--- src/design/lds_pkg.sv ---
// Shared types and constants for the largest divisible subset unit.
// No dependencies; used by the controller, the datapath and the top level.
`default_nettype none

package lds_pkg;

  localparam int VALUE_W          = 31;
  localparam int STATUS_W         = 2;
  localparam int MAX_ELEMENTS_DEF = 64;

  // Status flag bit positions.
  localparam int FLAG_CAP  = 0;
  localparam int FLAG_ZERO = 1;

  typedef enum logic [4:0] {
    ST_IDLE,
    ST_CHECK,
    ST_SORT_KEY,
    ST_SORT_KEY_W,
    ST_SORT_RD,
    ST_SORT_CMP,
    ST_CLEAR,
    ST_COL,
    ST_COL_W,
    ST_ROW,
    ST_ROW_W,
    ST_DIV,
    ST_DEC,
    ST_WALK,
    ST_WALK_W,
    ST_FIN
  } state_t;

  typedef enum logic [4:0] {
    OP_NONE,
    OP_LOAD,
    OP_SETUP,
    OP_SORT_KEY_RD,
    OP_SORT_KEY_CAP,
    OP_SORT_PREV_RD,
    OP_SORT_SHIFT,
    OP_SORT_PLACE,
    OP_CLR,
    OP_COL_RD,
    OP_COL_CAP,
    OP_ROW_RD,
    OP_ROW_CAP,
    OP_DEC,
    OP_WALK_RD,
    OP_WALK_CAP,
    OP_FIN
  } op_t;

  typedef struct packed {
    logic n_zero;
    logic i_end;
    logic j_zero;
    logic prev_gt;
    logic clr_end;
    logic r_zero;
    logic c_zero;
    logic div_done;
    logic walk_end;
  } dp_stat_t;

endpackage

`default_nettype wire

--- src/design/lds_ctrl.sv ---
// Sequencer of the largest divisible subset unit: load, sort, solve, walk.
// Depends on lds_pkg for the state, operation and status types.
`default_nettype none

module lds_ctrl (
  input  wire logic              clk,
  input  wire logic              rst,
  input  wire logic              start,
  input  wire logic              last_in,
  input  wire lds_pkg::dp_stat_t stat,
  output lds_pkg::op_t           op,
  output logic                   busy
);

  lds_pkg::state_t state;
  lds_pkg::state_t state_next;

  always_ff @(posedge clk) begin
    if (rst) begin
      state <= lds_pkg::ST_IDLE;
    end else begin
      state <= state_next;
    end
  end

  always_comb begin
    state_next = state;
    case (state)
      lds_pkg::ST_IDLE: begin
        if (start && last_in) state_next = lds_pkg::ST_CHECK;
      end
      lds_pkg::ST_CHECK: begin
        state_next = stat.n_zero ? lds_pkg::ST_FIN : lds_pkg::ST_SORT_KEY;
      end
      lds_pkg::ST_SORT_KEY: begin
        state_next = stat.i_end ? lds_pkg::ST_CLEAR : lds_pkg::ST_SORT_KEY_W;
      end
      lds_pkg::ST_SORT_KEY_W: state_next = lds_pkg::ST_SORT_RD;
      lds_pkg::ST_SORT_RD: begin
        state_next = stat.j_zero ? lds_pkg::ST_SORT_KEY : lds_pkg::ST_SORT_CMP;
      end
      lds_pkg::ST_SORT_CMP: begin
        state_next = stat.prev_gt ? lds_pkg::ST_SORT_RD : lds_pkg::ST_SORT_KEY;
      end
      lds_pkg::ST_CLEAR: begin
        if (stat.clr_end) state_next = lds_pkg::ST_COL;
      end
      lds_pkg::ST_COL:   state_next = lds_pkg::ST_COL_W;
      lds_pkg::ST_COL_W: state_next = lds_pkg::ST_ROW;
      lds_pkg::ST_ROW:   state_next = lds_pkg::ST_ROW_W;
      lds_pkg::ST_ROW_W: begin
        state_next = stat.r_zero ? lds_pkg::ST_DEC : lds_pkg::ST_DIV;
      end
      lds_pkg::ST_DIV: begin
        if (stat.div_done) state_next = lds_pkg::ST_DEC;
      end
      lds_pkg::ST_DEC: begin
        if (stat.r_zero && stat.c_zero) state_next = lds_pkg::ST_WALK;
        else if (stat.r_zero)           state_next = lds_pkg::ST_COL;
        else                            state_next = lds_pkg::ST_ROW;
      end
      lds_pkg::ST_WALK: begin
        state_next = stat.walk_end ? lds_pkg::ST_FIN : lds_pkg::ST_WALK_W;
      end
      lds_pkg::ST_WALK_W: state_next = lds_pkg::ST_WALK;
      lds_pkg::ST_FIN:    state_next = lds_pkg::ST_IDLE;
      default:            state_next = lds_pkg::ST_IDLE;
    endcase
  end

  always_comb begin
    op   = lds_pkg::OP_NONE;
    busy = 1'b1;
    case (state)
      lds_pkg::ST_IDLE: begin
        busy = 1'b0;
        if (start) op = lds_pkg::OP_LOAD;
      end
      lds_pkg::ST_CHECK: op = lds_pkg::OP_SETUP;
      lds_pkg::ST_SORT_KEY: begin
        if (!stat.i_end) op = lds_pkg::OP_SORT_KEY_RD;
      end
      lds_pkg::ST_SORT_KEY_W: op = lds_pkg::OP_SORT_KEY_CAP;
      lds_pkg::ST_SORT_RD: begin
        op = stat.j_zero ? lds_pkg::OP_SORT_PLACE : lds_pkg::OP_SORT_PREV_RD;
      end
      lds_pkg::ST_SORT_CMP: begin
        op = stat.prev_gt ? lds_pkg::OP_SORT_SHIFT : lds_pkg::OP_SORT_PLACE;
      end
      lds_pkg::ST_CLEAR: op = lds_pkg::OP_CLR;
      lds_pkg::ST_COL:   op = lds_pkg::OP_COL_RD;
      lds_pkg::ST_COL_W: op = lds_pkg::OP_COL_CAP;
      lds_pkg::ST_ROW:   op = lds_pkg::OP_ROW_RD;
      lds_pkg::ST_ROW_W: op = lds_pkg::OP_ROW_CAP;
      lds_pkg::ST_DIV:   op = lds_pkg::OP_NONE;
      lds_pkg::ST_DEC:   op = lds_pkg::OP_DEC;
      lds_pkg::ST_WALK: begin
        if (!stat.walk_end) op = lds_pkg::OP_WALK_RD;
      end
      lds_pkg::ST_WALK_W: op = lds_pkg::OP_WALK_CAP;
      lds_pkg::ST_FIN:    op = lds_pkg::OP_FIN;
      default:            op = lds_pkg::OP_NONE;
    endcase
  end

endmodule

`default_nettype wire

--- config.mk ---
export PLATFORM = sky130hd
export DESIGN_NAME = lds_ctrl
export DESIGN_NICKNAME = d
export VERILOG_FILES = /design/src/design/lds_pkg.sv /design/src/design/lds_ctrl.sv
export SDC_FILE = /design/constraint.sdc
export NUM_CORES = 1
export LEC_CHECK = 0
export BUFFER_PORTS_ARGS = -buffer_cell sky130_fd_sc_hd__buf_2
export CORE_MARGIN = 2
export CORE_UTILIZATION = 37
export CTS_CLUSTER_SIZE = 28
export DETAILED_ROUTE_END_ITERATION = 7
export GPL_ROUTABILITY_DRIVEN = 0
export HOLD_SLACK_MARGIN = 0.12
export PLACE_DENSITY = 0.64
export SYNTH_ARGS = -nofsm -noshare
export SYNTH_HDL_FRONTEND = slang
export SYNTH_SLANG_ARGS = --single-unit
--- constraint.sdc ---
create_clock -name clk -period 2.02 [get_ports clk]
set_clock_uncertainty 0.15 [all_clocks]
set_input_delay 0.606 -clock clk [delete_from_list [all_inputs] [get_ports clk]]
set_output_delay 0.606 -clock clk [all_outputs]
set_load 0.01 [all_outputs]
==> flow_summary.toml <==
[status]
status = "finished with violations"
violations = "negative setup slack"

[synth]
ys_types = 46
syn_area_um2 = 672
ys_async_sr_fraction_pct = 0
synthCells = 85
yosys_warnings = 0
synth_compound_area_share_pct = 39.3
synth-seq-area-share_pct = 11.9
synth_top_family_by_area = "compound AO/OA/AOI/OAI gates"
synth_mux_area_share_pct = 0
syn_avg_cell_area_um2 = 7.90
synth_flop_cell = "dfxtp_1"
synth_xor_area_share_pct = 0
syn_nets = 98
synth_edf_count = 0
yosys.area_share.simple_pct = 34.5
synth_fa_ha_area_share_pct = 0
ys_ff_latch = 4

[finish]
diodes = 0
top_regs = "state x4"
final_nets = 138
regMostFlops = "state"
mostFrequentLayoutCells = "buf_4 (20), buf_2 (18), a21oi_1 (5)"
syn2layout_area_growth_pct = 60.9
largest_reg_flops = 4
final_common_cell = "buf_4"
drive_gt1_share_pct = 60.2

[clock_tree]
clockBufferDepth = 2
clkTransAtPathRegs_ns = 0.05
numCtsBuffers = 3
cts_num_sinks = 4
root_buffer = "clkbuf_4"
cts_tree = "yes"
h-tree-depth = 1
holdBufCountCts = 0
clock_latency_ns = 0.27

[worst_setup_path]
rr_worst_depth = 7
start_kind = "flop"
cp-end-kind = "primary output"
worstPathArrival_ns = 1.37
crit_required_ns = 1.26
path_class = "reg2out"
worstPathMaxFanout = 5

[timing]
fin_ws_ns = -0.110
drv_slew = 0
hold_violations = 0
fmax_mhz = 470
layout_min_cycle_time_ns = 2.13
fin_crit_sh_pct = 105
finalSetupViolCount = 3
rsz0062_at_grt = "yes"
slew_headroom_pct = 78.2
worst_slew_pin_slew_ns = 0.322
timing.hold.ws_ns = 0.406

[place]
portBuffers = 18
dp_hpwl_um = 1340
place_ws_ns = -0.150

[drt]
drtIter0Drc = 28
drc_errors = 0
wirelength_um = 2320
detail_route.vias_per_cell = 5.62
wl_per_cell_um = 15.7
drtPass1Iterations = 4
postRouteAntennaNets = 0
via_count = 832

[global_routing]
grt_pass1_vias = 633
grt_max_degree = 21
grt-ovfl-total = 0
grt_usage_pct = 19.6
antenna_found_initial = 0
grt_pass1_wl_um = 2970

[die]
die_h_um = 46.6
die_w_um = 46.6
core-area_um2 = 1710
die_area_um2 = 2170
io_pins = 19
rows = 15
start_util_pct = 39.3

[power]
p_leak_nw = 0.480
powerDensity_nw_per_um2 = 1320
power_frac_clock_pct = 8.0
p_int_w = 0.000792
power.share.combinational_pct = 79.4
vdd_drop_max_v = 0.000628
p_sw_w = 0.000636
seq_power_share_pct = 12.6
p_sw_share_pct = 44.5

[job]
cap_violations = 0

[min_path]
hold_depth = 2
holdCritPathClass = "in2reg"
[kinds of logic after synthesis]
kind of cell	after synthesis
AND/OR/NAND/NOR	35
AO/OA/AOI/OAI	35
buffers and inverters	11
flip-flops	4
[what timing repair did]
action	in CTS	in global routing
gates cloned	1	1
pin swaps	4	4
gates resized for setup	16	14
endpoints found under the setup margin	5	5
buffers inserted	2	13
hold endpoints to repair	0	0
[final timing paths]
| path | start | end | slack (ns) |
|---|---|---|---|
| worst max register to register | state[0] | state[2] | 0.21 |
| worst min-delay path | rst | state[2] | 0.41 |
| worst min register to register | state[1] | state[3] | 0.57 |
| worst max-delay path | state[2] | op[0] | -0.11 |
[cells in the mapped netlist, types with 2 or more instances]
master | instances | area [um2]
a21oi_1 | 8 | 40.0
buf_6 | 5 | 56.3
nand2_1 | 5 | 18.8
nor2_1 | 5 | 18.8
dfxtp_1 | 4 | 80.1
nand2b_1 | 4 | 25.0
nor3_1 | 4 | 20.0
o21ai_0 | 4 | 20.0
a31oi_1 | 3 | 18.8
and2b_1 | 2 | 15.0
buf_2 | 2 | 10.0
inv_1 | 2 | 7.51
nor2b_1 | 2 | 12.5
o21a_1 | 2 | 15.0
o221ai_1 | 2 | 17.5
[final cells by class]
cell class / count / area, um2
timing repair buffer: 44 / 360
inverter: 2 / 11.3
clock buffer: 3 / 22.5
fill: 141 / 627
tap: 25 / 31.3
multi-input combinational: 70 / 561
sequential: 4 / 95.1
[critical path, stage by stage (launching register included)]
cell and delay [ns]:
dfxtp_4 0.36, and2b_2 0.23, o21ai_2 0.14, o221ai_2 0.12, o21ai_1 0.12, buf_2 0.14
[routing by layer]
metal | up-vias | GRT usage [%] | part of all wire [%] | routed length [um]
met5 | - | 0 | 0 | 0
met4 | 0 | 10.6 | 1.3 | 29
met3 | 5 | 3.14 | 7.0 | 163
met2 | 36 | 27.8 | 49 | 1130
met1 | 391 | 27.9 | 43 | 999
li1 | 400 | - | - | -
[power by group through the flow]
stage	Combinational [W]	Clock [W]	Sequential (W)
final	0.00113	0.000115	0.000179
after global routing	0.00120	0.000116	0.000181
after CTS	0.000839	0.000108	0.000173
after detailed placement	0.000768	0	0.000157
after global placement	0.000748	0	0.000156
after floorplan	0.000607	0	0.000124
[per-stage QoR]
stage	total power [W]	TNS [ns]	utilization [%]	area (um2)	instances
floorplan	0.000731	0	-	672	85
global placement	0.000904	-0.104	46.7	797	128
detailed placement	0.000925	-0.227	46.7	797	128
CTS	0.00112	-0.177	53.3	911	134
global route	0.00150	-0.357	63.3	1080	148
finish	0.00143	-0.235	63.3	1080	148
Note: power is estimated with default switching activity, not from simulation.
